## src/rtl/assert_macros.svh

```systemverilog
// assertion macros used by the top-level rtl file
`ifndef ASSERT_MACROS_SVH
`define ASSERT_MACROS_SVH

// a must imply b on the same clock edge, outside reset
`define BBS_ASSERT_IMPL(lbl, clk, rst_n, a, b) \
    lbl: assert property (@(posedge clk) disable iff (!rst_n) (a) |-> (b)) \
        else $error("assertion failed");

// expression must never be true, outside reset
`define BBS_ASSERT_NEVER(lbl, clk, rst_n, e) \
    lbl: assert property (@(posedge clk) disable iff (!rst_n) !(e)) \
        else $error("assertion failed");

`endif

```

## src/rtl/bbs_pkg.sv

```systemverilog
// types, constants and command/status structs of the box blur block
package bbs_pkg;

    localparam int MAX_WIDTH = 2048;
    localparam int COL_W     = $clog2(MAX_WIDTH);
    localparam int ROW_W     = 16;
    localparam int WCFG_W    = 12;
    localparam int CFG_IDX_W = 1;
    localparam int CFG_DAT_W = 16;
    localparam int CH_W      = 8;
    localparam int PIX_W     = 3 * CH_W;
    localparam int SUM_W     = 12;
    localparam int N_W       = 4;
    localparam int REM_W     = SUM_W + 1;
    localparam int RCP_W     = 18;
    localparam int RCP_SH    = 18;
    localparam int PROD_W    = REM_W + RCP_W;

    localparam logic [CFG_IDX_W-1:0] CFG_WIDTH  = 1'd0;
    localparam logic [CFG_IDX_W-1:0] CFG_HEIGHT = 1'd1;

    localparam logic OP_PUSH  = 1'b0;
    localparam logic OP_DRAIN = 1'b1;

    typedef enum logic [1:0] {
        SEL_A = 2'd0,
        SEL_B = 2'd1,
        SEL_D = 2'd2
    } sum_sel_t;

    typedef enum logic [1:0] {
        RA_COL = 2'd0,
        RA_DM1 = 2'd1,
        RA_D0  = 2'd2,
        RA_DP1 = 2'd3
    } raddr_sel_t;

    typedef struct packed {
        logic       cap_pix;
        logic       push;
        raddr_sel_t raddr_sel;
        logic       cap_en;
        logic [1:0] cap_slot;
        logic       sum_en;
        sum_sel_t   sum_sel;
        logic       div_en;
        logic       out_load;
        logic       out_last;
        logic       out_done;
        logic       drain_adv;
    } cmd_t;

    typedef struct packed {
        logic frame_full;
        logic has_a;
        logic has_b;
        logic drain_done;
        logic out_free;
    } status_t;

endpackage

```

## src/rtl/bbs_ctrl.sv

```systemverilog
// controller state machine: sequences push, drain reads, sums, divide and output
module bbs_ctrl import bbs_pkg::*; (
    input  logic    clk,
    input  logic    rst_n,
    input  logic    in_valid,
    input  logic    in_op,
    output logic    in_ready,
    input  status_t st,
    output cmd_t    cmd
);

    typedef enum logic [8:0] {
        S_IDLE  = 9'b000000001,
        S_PUSH  = 9'b000000010,
        S_DR0   = 9'b000000100,
        S_DR1   = 9'b000001000,
        S_DR2   = 9'b000010000,
        S_DR3   = 9'b000100000,
        S_SUM   = 9'b001000000,
        S_DIV   = 9'b010000000,
        S_OUT   = 9'b100000000
    } state_t;

    state_t   state_reg, state_next;
    sum_sel_t sel_reg, sel_next;
    logic     has_b_reg, has_b_next;

    always_ff @(posedge clk or negedge rst_n)
    begin
        if (!rst_n)
        begin
            state_reg <= S_IDLE;
            sel_reg   <= SEL_A;
            has_b_reg <= 1'b0;
        end
        else
        begin
            state_reg <= state_next;
            sel_reg   <= sel_next;
            has_b_reg <= has_b_next;
        end
    end

    // next state and commands
    always_comb
    begin
        state_next = state_reg;
        sel_next   = sel_reg;
        has_b_next = has_b_reg;
        in_ready   = 1'b0;
        cmd        = '0;
        cmd.raddr_sel = RA_COL;
        cmd.sum_sel   = sel_reg;
        case (state_reg)
            S_IDLE:
            begin
                in_ready = 1'b1;
                if (in_valid)
                begin
                    if (in_op == OP_PUSH)
                    begin
                        if (!st.frame_full)
                        begin
                            cmd.cap_pix = 1'b1;
                            state_next  = S_PUSH;
                        end
                    end
                    else if (st.frame_full)
                    begin
                        state_next = S_DR0;
                    end
                end
            end
            S_PUSH:
            begin
                cmd.push   = 1'b1;
                has_b_next = st.has_b;
                if (st.has_a)
                begin
                    sel_next   = SEL_A;
                    state_next = S_SUM;
                end
                else if (st.has_b)
                begin
                    sel_next   = SEL_B;
                    state_next = S_SUM;
                end
                else
                begin
                    state_next = S_IDLE;
                end
            end
            S_DR0:
            begin
                cmd.raddr_sel = RA_DM1;
                state_next    = S_DR1;
            end
            S_DR1:
            begin
                cmd.raddr_sel = RA_D0;
                cmd.cap_en    = 1'b1;
                cmd.cap_slot  = 2'd0;
                state_next    = S_DR2;
            end
            S_DR2:
            begin
                cmd.raddr_sel = RA_DP1;
                cmd.cap_en    = 1'b1;
                cmd.cap_slot  = 2'd1;
                state_next    = S_DR3;
            end
            S_DR3:
            begin
                cmd.cap_en   = 1'b1;
                cmd.cap_slot = 2'd2;
                sel_next     = SEL_D;
                state_next   = S_SUM;
            end
            S_SUM:
            begin
                cmd.sum_en = 1'b1;
                state_next = S_DIV;
            end
            S_DIV:
            begin
                cmd.div_en = 1'b1;
                state_next = S_OUT;
            end
            S_OUT:
            begin
                if (st.out_free)
                begin
                    cmd.out_load  = 1'b1;
                    cmd.out_last  = (sel_reg != SEL_A) || !has_b_reg;
                    cmd.out_done  = (sel_reg == SEL_D) && st.drain_done;
                    cmd.drain_adv = sel_reg == SEL_D;
                    if ((sel_reg == SEL_A) && has_b_reg)
                    begin
                        sel_next   = SEL_B;
                        state_next = S_SUM;
                    end
                    else
                    begin
                        state_next = S_IDLE;
                    end
                end
            end
            default:
            begin
                state_next = S_IDLE;
            end
        endcase
    end

endmodule

```

## config.mk

```make
export PLATFORM = sky130hd
export DESIGN_NAME = bbs_ctrl
export DESIGN_NICKNAME = d
export VERILOG_FILES = /design/src/rtl/assert_macros.svh /design/src/rtl/bbs_pkg.sv /design/src/rtl/bbs_ctrl.sv
export SDC_FILE = /design/constraint.sdc
export NUM_CORES = 1
export LEC_CHECK = 0
export ABC_AREA = 1
export BUFFER_PORTS_ARGS = -buffer_cell sky130_fd_sc_hd__buf_2
export CORE_MARGIN = 2
export CORE_UTILIZATION = 54
export CTS_BUF_LIST = sky130_fd_sc_hd__clkbuf_16
export CTS_CLUSTER_DIAMETER = 200
export CTS_CLUSTER_SIZE = 12
export DETAILED_ROUTE_END_ITERATION = 8
export GPL_ROUTABILITY_DRIVEN = 0
export HOLD_SLACK_MARGIN = 0.15
export PLACE_DENSITY = 0.94
export SYNTH_ARGS = -nofsm -noshare
export SYNTH_HDL_FRONTEND = slang
export SYNTH_SLANG_ARGS = --single-unit
```

## constraint.sdc

```tcl
create_clock -name clk -period 2.65 [get_ports clk]
set_input_delay 0.53 -clock clk [delete_from_list [all_inputs] [get_ports clk]]
set_output_delay 0.53 -clock clk [all_outputs]
set_load 0.02 [all_outputs]
```

==> impl_metrics.csv <==
group,metric,value,unit
outcome,status,"complete, no violations",
floorplan,floorplan.initialDensity,57.2,%
detailed_routing,vias,957,
sta,finalSetupViolCount,0,
clocking,htree_levels,1,
sta,final.setup.tns,0,ns
power,leakage,0.000747,uW
clocking,cts.clk_slew.worst_paths,0.04,ns
detailed_routing,wl_met3,204,um
global_routing,grt_max_degree,13,
global_routing,grt_pass1_vias,916,
layout,final_net_count,176,
placement,dp.cells,178,
detailed_routing,firstDrtPassIters,4,
clocking,cts_buffers,3,
clocking,cts_hold_buf,0,
worst_setup_path,r2r_slack,1.00,ns
floorplan,ios,25,
sta,min_period,2.32,ns
worst_setup_path,critPathRequiredTime,2.12,ns
detailed_routing,drt_first_iter_violations,31,
detailed_routing,met1Wirelength,741,um
floorplan,rows,14,
worst_setup_path,crit_path_top_delay_cell,"dfstp_2",
sta,slew_violations,0,
detailed_routing,wl_met2,1.19,mm
clocking,ctsResizeCount,0,
sta,setup_ws,0.333,ns
synth,synth.avg_cell_area,6.25,um2
layout,seqCellArea,302,um2
layout,largest_reg_flops,9,
synth,yosysUniqueCellTypes,20,
sta,worst_slew_pin_slew,0.305,ns
global_routing,grt.overflow.total,0,
layout,fillers,117,
global_routing,grt_pass1_wl,3.80,mm
worst_setup_path,r2r_end,"state_reg[0]",
sta,max_freq,0.432,GHz
worst_setup_path,arrival,1.79,ns
synth,syn-cell-area,862,um2
clocking,clock_latency,0.24,ns
synth,netlist_top_cells_area,"dfrtp_1, nand2_1, inv_1",
synth,yosysTopAreaCellShare,31.9,%
worst_setup_path,reg2reg_from,"state_reg[0]",
sta,rsz0062_at_grt,"false",
power,p_per_area,1080,nW/um2
layout,drive_gt1_share,26.5,%
synth,yosys.cell_count.top_type,"nand2_1",
layout,area_growth_syn_to_layout,25.4,%
clocking,cts_setup_buffers,0,
worst_setup_path,rr_worst_depth,10,
worst_setup_path,crit_top_cell,"nor2_1",
layout,n_antenna_cell,0,
floorplan,dieHeight,44.0,um
detailed_routing,top_layer_used,"met4",
global_routing,grt_usage,28.1,%
placement,port_buffers,24,
synth,synthFlopType,"dfrtp_1",
synth,synthCells,138,
clocking,cts_tree,"yes",
worst_setup_path,max_stage_delay,0.59,ns
sta,max_slew_margin,79.7,%
placement,dp_hpwl,1.63,mm
synth,synth_commonest_cells,"nand2_1, inv_1, nor2_1",
worst_setup_path,path_class,"reg2out",
synth,synth_area_leader_cell,"dfrtp_1",
worst_setup_path,worstPathCellList,"nor2_1 -> nand2_2 -> nor2_1 -> nand2_1 -> inv_1 -> nor2_1 -> inv_1 -> buf_2",
floorplan,die-area,1930,um2
placement,preCtsSetupSlack,0.698,ns
detailed_routing,drcViolationCount,0,
clocking,cts.sinks,12,
flow_run,maxCapViolCount,0,
synth,synth-seq-cells,12,
synth,synth-edff-count,0,
worst_setup_path,end_kind,"primary output",
clocking,cts_root_buf,"clkbuf_16",
clocking,clockBufferDepth,2,
synth,synth_nets,147,
layout,multiInputGateArea,433,um2
detailed_routing,wl,2.23,mm
floorplan,coreArea,1510,um2
layout,layout.cells.non_filler,182,
sta,finalHoldViolCount,0,
hold_path,min_path_type,"in2async",
detailed_routing,drtAntennaViolNets,0,
global_routing,antenna_found_initial,0,
synth,ys_warn_count,0,
detailed_routing,vias_per_cell,5.26,
floorplan,die_w,44.0,um
synth,synthArstFlopShare,100,%
placement,dpl_cell_area,1000,um2
sta,finalClockSkew,0.00164,ns
synth,synth_seq_area_share,35.0,%
detailed_routing,wl_per_cell,12.2,um
worst_setup_path,startpoint_type,"register",
power,vdd_drop_max,730,uV
worst_setup_path,cp_max_fo,6,
sta,finalCritPeriodShare,87.4,%
layout,fin_area,1080,um2
## layout make-up
type / count / area share [%]
clock buffers: 3 / 6.94
repair buffers: 24 / 11.1
clock inverters: 1 / 0.347
flip-flops and latches: 12 / 27.9
well taps: 16 / 1.85
multi-input cells: 92 / 40.0
inverters: 34 / 11.8
## cell families (layout without fill, tap and decap cells)
kind of cell / Yosys count / count (layout) / share of synthesized area (%)
DFF: 12 / 12 / 35.0
buffers and inverters: 34 / 62 / 14.8
and+or+nand+nor: 86 / 86 / 46.0
AOI/OAI and AO/OA: 6 / 6 / 4.21
## worst max path at each step
stage                            start  endpoint
final                     state_reg[0]   cmd[10]
after floorplan           state_reg[4]    cmd[1]
after global placement    state_reg[0]   cmd[10]
after global routing      state_reg[0]   cmd[10]
after CTS                 state_reg[0]   cmd[10]
after detailed placement  state_reg[0]   cmd[10]
## where the power goes
part	internal [uW]	switching, uW	leakage, uW
Sequential	248	70.5	0.000156
Combinational	190	373	0.000552
Clock	199	83.5	0.0000385
## stage by stage
step                      hold WS [ns]  power (uW)  utilization [%]
after global placement           0.420         841             66.5
final                            0.157        1160             71.8
after detailed placement         0.422         860             66.5
after global routing             0.182        1250             71.8
after CTS                        0.168        1160             71.8
after floorplan                  0.234         733                -
## routing by layer
metal / global-route usage [%] / vias to the layer above
met5: 0 / -
met1: 30.5 / 426
li1: - / 467
met4: 21.2 / 0
met3: 7.08 / 12
met2: 46.5 / 52
## cell usage in the layout (no fill, tap or decap)
cell,count
nand2_1,36
inv_1,31
buf_2,24
nor2_1,22
nand3_1,12
dfrtp_1,11
nor2_2,4
nand2_2,4
inv_2,3
clkbuf_16,3
nor2_4,2
nor3_1,2
o21ai_0,2
nor4_2,1
and2_1,1
nand3_2,1
a21oi_2,1
nand3b_1,1
a21oi_1,1
o21ai_1,1
a211oi_1,1
clkinv_1,1
dfstp_2,1
## critical path: cells and delay by family, from the launching register on
kind / cells / cell delay [ns]
flops: 1 / 0.59
buf+inv: 3 / 0.32
simple gates: 5 / 0.63
Note: power is estimated with default switching activity, not from simulation.
